**config.mk**
```make
export PLATFORM = sky130hd
export DESIGN_NAME = utf16_to_utf8_transcoder
export DESIGN_NICKNAME = d
export VERILOG_FILES = /design/src/rtl/u16u8_pkg.sv /design/src/rtl/u16u8_front.sv /design/src/rtl/u16u8_queue.sv /design/src/rtl/u16u8_back.sv /design/src/rtl/utf16_to_utf8_transcoder.sv
export SDC_FILE = /design/constraint.sdc
export NUM_CORES = 1
export LEC_CHECK = 0
export ABC_CLOCK_PERIOD_IN_PS = 5600
export BUFFER_PORTS_ARGS = -buffer_cell sky130_fd_sc_hd__buf_2
export CORE_ASPECT_RATIO = 1.75
export CORE_UTILIZATION = 45
export CTS_BUF_LIST = sky130_fd_sc_hd__clkbuf_16
export DETAILED_ROUTE_END_ITERATION = 10
export GPL_TIMING_DRIVEN = 0
export MAX_ROUTING_LAYER = met4
export SLEW_MARGIN = 20
export SYNTH_ARGS = -nofsm -noshare
export SYNTH_HDL_FRONTEND = slang
export SYNTH_SLANG_ARGS = --single-unit
```
**constraint.sdc**
```tcl
create_clock -name clk -period 5.6 [get_ports clk]
set_clock_uncertainty 0.15 [all_clocks]
set_input_delay 0 -clock clk [delete_from_list [all_inputs] [get_ports clk]]
set_output_delay 0 -clock clk [all_outputs]
set_load 0.01 [all_outputs]
```
**src/rtl/u16u8_pkg.sv**
```systemverilog
`timescale 1ns / 1ps
`default_nettype none

package u16u8_pkg;

  // Values of the byte order mode register.
  localparam logic [1:0] MODE_LITTLE  = 2'd0;
  localparam logic [1:0] MODE_SWAP    = 2'd1;
  localparam logic [1:0] MODE_BOM     = 2'd2;
  localparam logic [1:0] MODE_BOM_ALT = 2'd3;

  localparam logic [15:0] BOM_NATIVE  = 16'hFEFF;
  localparam logic [15:0] BOM_SWAPPED = 16'hFFFE;
  localparam logic [15:0] HIGH_SURR_MIN = 16'hD800;
  localparam logic [15:0] HIGH_SURR_MAX = 16'hDBFF;
  localparam logic [15:0] ONE_BYTE_LIMIT = 16'h0080;
  localparam logic [15:0] TWO_BYTE_MAX   = 16'h07FF;
  localparam logic [20:0] SUPPLEMENTARY_BASE = 21'h10000;

  localparam logic [7:0] LEAD_TWO   = 8'hC0;
  localparam logic [7:0] LEAD_THREE = 8'hE0;
  localparam logic [7:0] LEAD_FOUR  = 8'hF0;
  localparam logic [7:0] CONT_MARK  = 8'h80;

  localparam int QUEUE_DEPTH = 4;
  localparam int QUEUE_AW    = $clog2(QUEUE_DEPTH);

  // One queued job: up to four bytes, first byte in bytes[0].
  typedef struct packed {
    logic [3:0][7:0] bytes;
    logic [2:0]      nbytes;  // 1..4
    logic            bare;    // end marker without data
    logic            eos;     // caused by the last unit of a string
  } job_t;

  typedef struct packed {
    logic full;
    logic empty;
  } queue_status_t;

endpackage

`default_nettype wire

```
**src/rtl/u16u8_front.sv**
```systemverilog
`timescale 1ns / 1ps
`default_nettype none

module u16u8_front (
  input  wire logic                   clk,
  input  wire logic                   rst_n,
  input  wire logic                   cfg_valid,
  output logic                        cfg_ready,
  input  wire logic [1:0]             cfg_data,
  input  wire logic                   in_tvalid,
  output logic                        in_tready,
  input  wire logic [15:0]            in_tdata,
  input  wire logic                   in_tlast,
  input  wire u16u8_pkg::queue_status_t q_status,
  output logic                        push,
  output u16u8_pkg::job_t             push_job
);

  logic [1:0] mode_r;
  logic       at_first_r;
  logic       swap_r;
  logic       discard_r;
  logic       pend_r;
  logic [9:0] high_bits_r;

  logic       accept;
  logic       bom_mode;
  logic       swap;
  logic       discard;
  logic       pend;
  logic [15:0] w;
  logic [20:0] cp;
  logic [2:0] n;
  logic [3:0][7:0] bytes;
  logic       set_pend;

  assign cfg_ready = 1'b1;
  assign in_tready = !q_status.full;
  assign accept    = in_tvalid && in_tready;

  assign bom_mode = (mode_r == u16u8_pkg::MODE_BOM) || (mode_r == u16u8_pkg::MODE_BOM_ALT);

  always_comb begin
    if (at_first_r) begin
      pend = 1'b0;
      if (bom_mode) begin
        swap    = (in_tdata == u16u8_pkg::BOM_SWAPPED);
        discard = (in_tdata != u16u8_pkg::BOM_NATIVE) && (in_tdata != u16u8_pkg::BOM_SWAPPED);
      end else begin
        swap    = (mode_r == u16u8_pkg::MODE_SWAP);
        discard = 1'b0;
      end
    end else begin
      pend    = pend_r;
      swap    = swap_r;
      discard = discard_r;
    end
  end

  assign w  = swap ? {in_tdata[7:0], in_tdata[15:8]} : in_tdata;
  assign cp = u16u8_pkg::SUPPLEMENTARY_BASE + {1'b0, high_bits_r, w[9:0]};

  always_comb begin
    n        = 3'd0;
    bytes    = '0;
    set_pend = 1'b0;
    if (discard) begin
      n = 3'd0;
    end else if (at_first_r && (w == u16u8_pkg::BOM_NATIVE)) begin
      n = 3'd0;
    end else if (pend) begin
      n        = 3'd4;
      bytes[0] = u16u8_pkg::LEAD_FOUR | {5'd0, cp[20:18]};
      bytes[1] = u16u8_pkg::CONT_MARK | {2'd0, cp[17:12]};
      bytes[2] = u16u8_pkg::CONT_MARK | {2'd0, cp[11:6]};
      bytes[3] = u16u8_pkg::CONT_MARK | {2'd0, cp[5:0]};
    end else if (w inside {[u16u8_pkg::HIGH_SURR_MIN:u16u8_pkg::HIGH_SURR_MAX]}) begin
      set_pend = !in_tlast;
    end else if (w < u16u8_pkg::ONE_BYTE_LIMIT) begin
      n        = 3'd1;
      bytes[0] = w[7:0];
    end else if (w <= u16u8_pkg::TWO_BYTE_MAX) begin
      n        = 3'd2;
      bytes[0] = u16u8_pkg::LEAD_TWO | {3'd0, w[10:6]};
      bytes[1] = u16u8_pkg::CONT_MARK | {2'd0, w[5:0]};
    end else begin
      n        = 3'd3;
      bytes[0] = u16u8_pkg::LEAD_THREE | {4'd0, w[15:12]};
      bytes[1] = u16u8_pkg::CONT_MARK | {2'd0, w[11:6]};
      bytes[2] = u16u8_pkg::CONT_MARK | {2'd0, w[5:0]};
    end
  end

  // A unit without bytes is queued only when it ends a string, as a bare marker.
  assign push            = accept && ((n != 3'd0) || in_tlast);
  assign push_job.bytes  = bytes;
  assign push_job.nbytes = (n == 3'd0) ? 3'd1 : n;
  assign push_job.bare   = (n == 3'd0);
  assign push_job.eos    = in_tlast;

  always_ff @(posedge clk) begin
    if (!rst_n) begin
      mode_r     <= u16u8_pkg::MODE_LITTLE;
      at_first_r <= 1'b1;
      swap_r     <= 1'b0;
      discard_r  <= 1'b0;
      pend_r     <= 1'b0;
    end else begin
      if (cfg_valid && cfg_ready) begin
        mode_r <= cfg_data;
      end
      if (accept) begin
        at_first_r <= in_tlast;
        swap_r     <= swap;
        discard_r  <= discard && !in_tlast;
        pend_r     <= set_pend;
      end
    end
  end

  always_ff @(posedge clk) begin
    if (accept && set_pend) begin
      high_bits_r <= w[9:0];
    end
  end

endmodule

`default_nettype wire

```
**src/rtl/u16u8_queue.sv**
```systemverilog
`timescale 1ns / 1ps
`default_nettype none

module u16u8_queue (
  input  wire logic                    clk,
  input  wire logic                    rst_n,
  input  wire logic                    push,
  input  wire u16u8_pkg::job_t         push_job,
  input  wire logic                    pop,
  output u16u8_pkg::job_t              head_job,
  output u16u8_pkg::queue_status_t     status
);

  u16u8_pkg::job_t entries [u16u8_pkg::QUEUE_DEPTH];

  logic [u16u8_pkg::QUEUE_AW-1:0] wr_ptr_r;
  logic [u16u8_pkg::QUEUE_AW-1:0] rd_ptr_r;
  logic [u16u8_pkg::QUEUE_AW:0]   count_r;

  assign status.full  = (count_r == (u16u8_pkg::QUEUE_AW+1)'(u16u8_pkg::QUEUE_DEPTH));
  assign status.empty = (count_r == '0);
  assign head_job     = entries[rd_ptr_r];

  always_ff @(posedge clk) begin
    if (push) begin
      entries[wr_ptr_r] <= push_job;
    end
  end

  always_ff @(posedge clk) begin
    if (!rst_n) begin
      wr_ptr_r <= '0;
      rd_ptr_r <= '0;
      count_r  <= '0;
    end else begin
      if (push) begin
        wr_ptr_r <= wr_ptr_r + 1'b1;
      end
      if (pop) begin
        rd_ptr_r <= rd_ptr_r + 1'b1;
      end
      if (push && !pop) begin
        count_r <= count_r + 1'b1;
      end else if (pop && !push) begin
        count_r <= count_r - 1'b1;
      end
    end
  end

endmodule

`default_nettype wire

```
**src/rtl/u16u8_back.sv**
```systemverilog
`timescale 1ns / 1ps
`default_nettype none

module u16u8_back (
  input  wire logic                    clk,
  input  wire logic                    rst_n,
  input  wire u16u8_pkg::job_t         head_job,
  input  wire u16u8_pkg::queue_status_t q_status,
  output logic                         pop,
  output logic                         out_tvalid,
  input  wire logic                    out_tready,
  output logic [7:0]                   out_tdata,
  output logic                         out_tlast,
  output logic [1:0]                   out_tuser
);

  logic       out_valid_r;
  logic [7:0] byte_r;
  logic       last_r;
  logic       bvalid_r;
  logic       eos_r;
  logic [1:0] idx_r;

  logic slot_free;
  logic take;
  logic final_byte;

  assign slot_free  = !out_valid_r || out_tready;
  assign take       = slot_free && !q_status.empty;
  assign final_byte = ({1'b0, idx_r} == (head_job.nbytes - 3'd1));
  assign pop        = take && final_byte;

  assign out_tvalid = out_valid_r;
  assign out_tdata  = byte_r;
  assign out_tlast  = last_r;
  assign out_tuser  = {eos_r, bvalid_r};

  always_ff @(posedge clk) begin
    if (!rst_n) begin
      out_valid_r <= 1'b0;
      idx_r       <= '0;
    end else begin
      if (slot_free) begin
        out_valid_r <= !q_status.empty;
      end
      if (take) begin
        idx_r <= final_byte ? 2'd0 : idx_r + 2'd1;
      end
    end
  end

  always_ff @(posedge clk) begin
    if (take) begin
      byte_r   <= head_job.bare ? 8'd0 : head_job.bytes[idx_r];
      bvalid_r <= !head_job.bare;
      last_r   <= final_byte;
      eos_r    <= final_byte && head_job.eos;
    end
  end

endmodule

`default_nettype wire

```
**src/rtl/utf16_to_utf8_transcoder.sv**
```systemverilog
`timescale 1ns / 1ps
`default_nettype none

// UTF-16 to UTF-8 transcoder. Each input transaction carries one UTF-16 code
// unit in in_tdata, with in_tlast marking the last unit of a string; each output
// transaction carries one UTF-8 byte. The front end classifies a unit in the
// cycle it is accepted (byte order, BOM strip, surrogate pairing) and queues a
// job of one to four bytes in a four-entry queue; the back end sends one byte
// per cycle through a registered output while out_tready does not stall it.
// A Basic Multilingual Plane unit produces one to three bytes and a surrogate
// pair four; a unit that produces no bytes sends nothing unless it ends a string.
// The byte order mode (cfg_data: 0 little endian, 1 byte swapped, 2 or 3 chosen
// by a leading BOM) is sampled at the first unit of each string; in BOM mode a
// string without a BOM produces no bytes. A unit that produces no bytes but ends
// a string yields a bare end marker with the byte valid flag low.
module utf16_to_utf8_transcoder (
  input  wire logic        clk,
  input  wire logic        rst_n,
  // Configuration write channel: byte_order_mode.
  input  wire logic        cfg_valid,
  output logic             cfg_ready,
  input  wire logic [1:0]  cfg_data,
  // Input stream.
  input  wire logic        in_tvalid,
  output logic             in_tready,
  input  wire logic [15:0] in_tdata,   // [15:0] code_unit
  input  wire logic        in_tlast,   // last_unit
  // Output stream.
  output logic             out_tvalid,
  input  wire logic        out_tready,
  output logic [7:0]       out_tdata,  // [7:0] utf8_byte
  output logic             out_tlast,  // last_of_run
  output logic [1:0]       out_tuser   // [0] byte_valid, [1] end_of_string
);

  u16u8_pkg::queue_status_t q_status;
  u16u8_pkg::job_t          push_job;
  u16u8_pkg::job_t          head_job;
  logic                     push;
  logic                     pop;

  // Front end: configuration register, per-string state and byte generation.
  u16u8_front u_front (
    .clk       (clk),
    .rst_n     (rst_n),
    .cfg_valid (cfg_valid),
    .cfg_ready (cfg_ready),
    .cfg_data  (cfg_data),
    .in_tvalid (in_tvalid),
    .in_tready (in_tready),
    .in_tdata  (in_tdata),
    .in_tlast  (in_tlast),
    .q_status  (q_status),
    .push      (push),
    .push_job  (push_job)
  );

  // Job queue that decouples unit acceptance from byte delivery.
  u16u8_queue u_queue (
    .clk      (clk),
    .rst_n    (rst_n),
    .push     (push),
    .push_job (push_job),
    .pop      (pop),
    .head_job (head_job),
    .status   (q_status)
  );

  // Back end: serializes each job onto the output stream, one byte per cycle while out_tready allows.
  u16u8_back u_back (
    .clk        (clk),
    .rst_n      (rst_n),
    .head_job   (head_job),
    .q_status   (q_status),
    .pop        (pop),
    .out_tvalid (out_tvalid),
    .out_tready (out_tready),
    .out_tdata  (out_tdata),
    .out_tlast  (out_tlast),
    .out_tuser  (out_tuser)
  );

endmodule

`default_nettype wire
```
==> results.yml <==
critical_path:
  critPathKind: "register to register"
  arrival_ns: 4.49
  slowest_delay_ns: 0.66
  end_kind: "register"
  crit_fanout: 10
  cp_slowest_cell: "clkbuf_1"
  setup.worst_path.start_class: "register"
  critPathRequiredTime_ns: 5.79
  r2r_slack_ns: 1.30
  r2r_end: "u_queue.count_r[2]$_SDFFE_PN0P_"
  r2r_cells: 14
  path_cells: "clkbuf_1 -> clkbuf_1 -> mux4_2 -> inv_1 -> ha_1 -> xnor2_1 -> nor3_1 -> nand2_1 -> ha_1 -> inv_1 -> fa_1 -> xor2_1 -> or3_1 -> a21boi_0"
power:
  max-vdd-ir-drop_mv: 0.2047
  power_density_mw_per_mm2: 415.8
  pwr-share-clk_pct: 32.5
  p_sw_mw: 1.049
  swShare_pct: 27.42
  pwr-share-comb_pct: 23.0
  internal_power_mw: 2.778
  finalPower_mw: 3.827
  seq_power_share_pct: 44.5
  leakagePower_nw: 3.190
grt:
  grt_util_all_layers_pct: 21.48
  overflow: 0
  antenna_found_initial: 0
  grt_max_degree: 20
  grt_pass1_vias: 4703
  grt_pass1_wl_mm: 26.36
timing:
  drv_slew: 0
  finalSetupViolCount: 0
  rsz0062_at_grt: "false"
  timing_hold_violations_final: 0
  worst_pin_slew_ns: 1.018
  tns_ns: 0
  relSlewSlack_pct: 31.87
  min_period_over_period_pct: 76.82
  clock.fmax_ghz: 0.2325
  min_period_ns: 4.302
cts:
  cts_tree: "built"
  clock_path_buffers: 2
  clk-insertion-delay-late_ns: 0.43
  path_clk_slew_ns: 0.07
  root_buffer: "clkbuf_16"
  htreeDepth: 4
  cts_num_sinks: 175
  cts_setup_buffers: 0
  cts_buffers: 17
  cts_resized: 0
  cts-hold-fix-buffers: 26
routing:
  drtIter0Drc: 297
  met2WireLength_mm: 9.354
  first_pass_iters: 5
  wl_met1_mm: 6.422
  dr.max_layer_used: "met4"
  post-route-drc-count: 0
  routedWlPerCell_um: 20.60
  viasPerCell: 5.530
  routed_wl_mm: 16.79
  wl_met3_um: 466
  ant_nets: 0
  vias: 4507
floorplanning:
  ios: 38
  dieArea_sq_mm: 0.01777
  core_area_sq_mm: 0.01687
  initial_utilization_pct: 45.95
  fp-row-count: 63
  die_w_um: 101.2
  die_h_um: 175.6
yosys:
  yosys.area.top_type: "edfxtp_1"
  synth.avg_cell_area_sq_um: 15.79
  synth-seq-cells: 175
  synth_top_area_share_pct: 60.82
  netlist_instances: 491
  synth_nets: 523
  ys_warn_count: 0
  synth_common_cells: "edfxtp_1, mux4_2, nor2_1"
  synthFlopType: "edfxtp_1"
  yosysSeqAreaShare_pct: 65.47
  synth_edf_count: 157
  synth_area_sq_mm: 0.007751
  async_flop_share_pct: 0
  synth_cell_types: 60
  synth.most_common_cell: "edfxtp_1"
  synthTopCellsByArea: "edfxtp_1, mux4_2, dfxtp_1"
status:
  status: "completed"
cells_and_area:
  drive_gt1_share_pct: 24.83
  post-route-util_pct: 54.57
  diodes: 0
  nNetsFinal: 607
  stdcell_count: 815
  syn2layout_area_growth_pct: 18.76
min_path:
  hp-class: "input pin to register"
  min_from: "in_tdata[0]"
  whs_path_depth: 3
  hold_end: "u_front.high_bits_r[0]$_DFFE_PP_"
placement:
  dp.cells: 757
  port_buffers: 35
  hpwlAfterDp_mm: 11.73
  place.gp.congestion: 0.8838
flow_run:
  drv_cap: 0
## area by class of cell
cell class	instances	area [sq um]
plain buffers	26	142.6
clock inverters	15	193.9
clock buffers	17	425.4
flip-flops and latches	175	5075
fillers	1420	7664
repair buffers	65	545.5
inverters	23	86.33
well taps	227	284.0
multi-input cells	267	2452
## per-stage QoR
step | hold slack, ns | worst slack (ns) | cell area, sq um
finish | 0.04283 | 1.298 | 9205
global route | 0.06947 | 1.080 | 9205
CTS | 0.009294 | 1.261 | 9205
detailed placement | 0.1222 | 1.315 | 8325
global placement | 0.1098 | 1.155 | 8210
floorplan | -0.05113 | 2.143 | 7751
## sequential cells by signal, summed over array words and instances, names as in the netlist, 2 cells and up, named ones only
name and flops:
u_queue.wr_ptr_r 2, u_queue.rd_ptr_r 2, u_back.out_tdata 8, u_queue.count_r 3, u_queue.entries 136, u_back.idx_r 2
u_front.high_bits_r 10, u_front.mode_r 2
## cells in the final DEF, fill, tap and decap left out, drive strengths merged, types with 4 or more instances in the layout
cell / netlist / routed
nor3: 9 / 9
nor2: 28 / 28
nor4: 4 / 4
dlygate4sd3: 0 / 26
ha: 7 / 7
nor2b: 10 / 10
o21ai: 8 / 8
nand3: 9 / 9
and2: 21 / 21
a211oi: 6 / 6
a21oi: 21 / 21
nand2: 26 / 26
or4: 4 / 4
a31oi: 6 / 6
clkbuf: 14 / 31
buf: 12 / 51
mux2i: 15 / 15
mux2: 4 / 4
inv: 23 / 32
xnor2: 8 / 8
edfxtp: 157 / 157
mux4: 41 / 41
dfxtp: 18 / 18
## critical path, delay by kind of cell (launching register included)
| kind | cells | cell delay [ns] |
|---|---|---|
| buffers and inverters | 4 | 1.11 |
| and+or+nand+nor | 3 | 1.10 |
| adders and majority gates | 3 | 0.68 |
| muxes | 1 | 0.43 |
| DFF | 1 | 0.31 |
| xor gates and xnor gates | 2 | 0.21 |
| AOI/OAI and AO/OA | 1 | 0.21 |
## kinds of logic (layout without fill, tap and decap cells)
logic type                 Yosys count  after routing  synth area share, %
buffers and inverters               49            146                2.954
and+or+nand+nor                    127            127                8.733
other                                1              1              0.04838
xor gates and xnor gates            10             10                1.130
AOI/OAI and AO/OA                   61             61                5.795
adders and majority gates            8              8                1.388
muxes                               60             60                14.48
DFF                                175            175                65.47
## power by group through the flow
stage | Sequential, mW | Clock [mW] | Combinational [mW]
after floorplan | 1.74 | 0 | 0.579
final | 1.70 | 1.24 | 0.882
after CTS | 1.70 | 1.27 | 0.905
after global placement | 1.73 | 0 | 0.835
after global routing | 1.72 | 1.32 | 0.971
after detailed placement | 1.73 | 0 | 0.880
## worst max-delay path by stage
stage                               startpoint                                to  cells after the start
6_report                              register   u_queue.count_r[2]$_SDFFE_PN0P_                     14
2_1_floorplan  u_front.at_first_r$_SDFFE_PN1P_   u_queue.entries[0][0]$_DFFE_PP_                      8
5_1_grt                               register   u_queue.count_r[2]$_SDFFE_PN0P_                     14
4_1_cts                               register   u_queue.count_r[2]$_SDFFE_PN0P_                     14
3_3_place_gp   u_front.at_first_r$_SDFFE_PN1P_  u_queue.entries[0][30]$_DFFE_PP_                      8
3_5_place_dp                          register   u_queue.count_r[2]$_SDFFE_PN0P_                     14
## metal layers
layer | GRT usage, % | vias to the layer above
li1 | - | 2065
met1 | 23.61 | 2300
met2 | 37.78 | 106
met3 | 3.940 | 36
met4 | 8.696 | 0
met5 | - | -
Note: power is estimated with default switching activity, not from simulation.
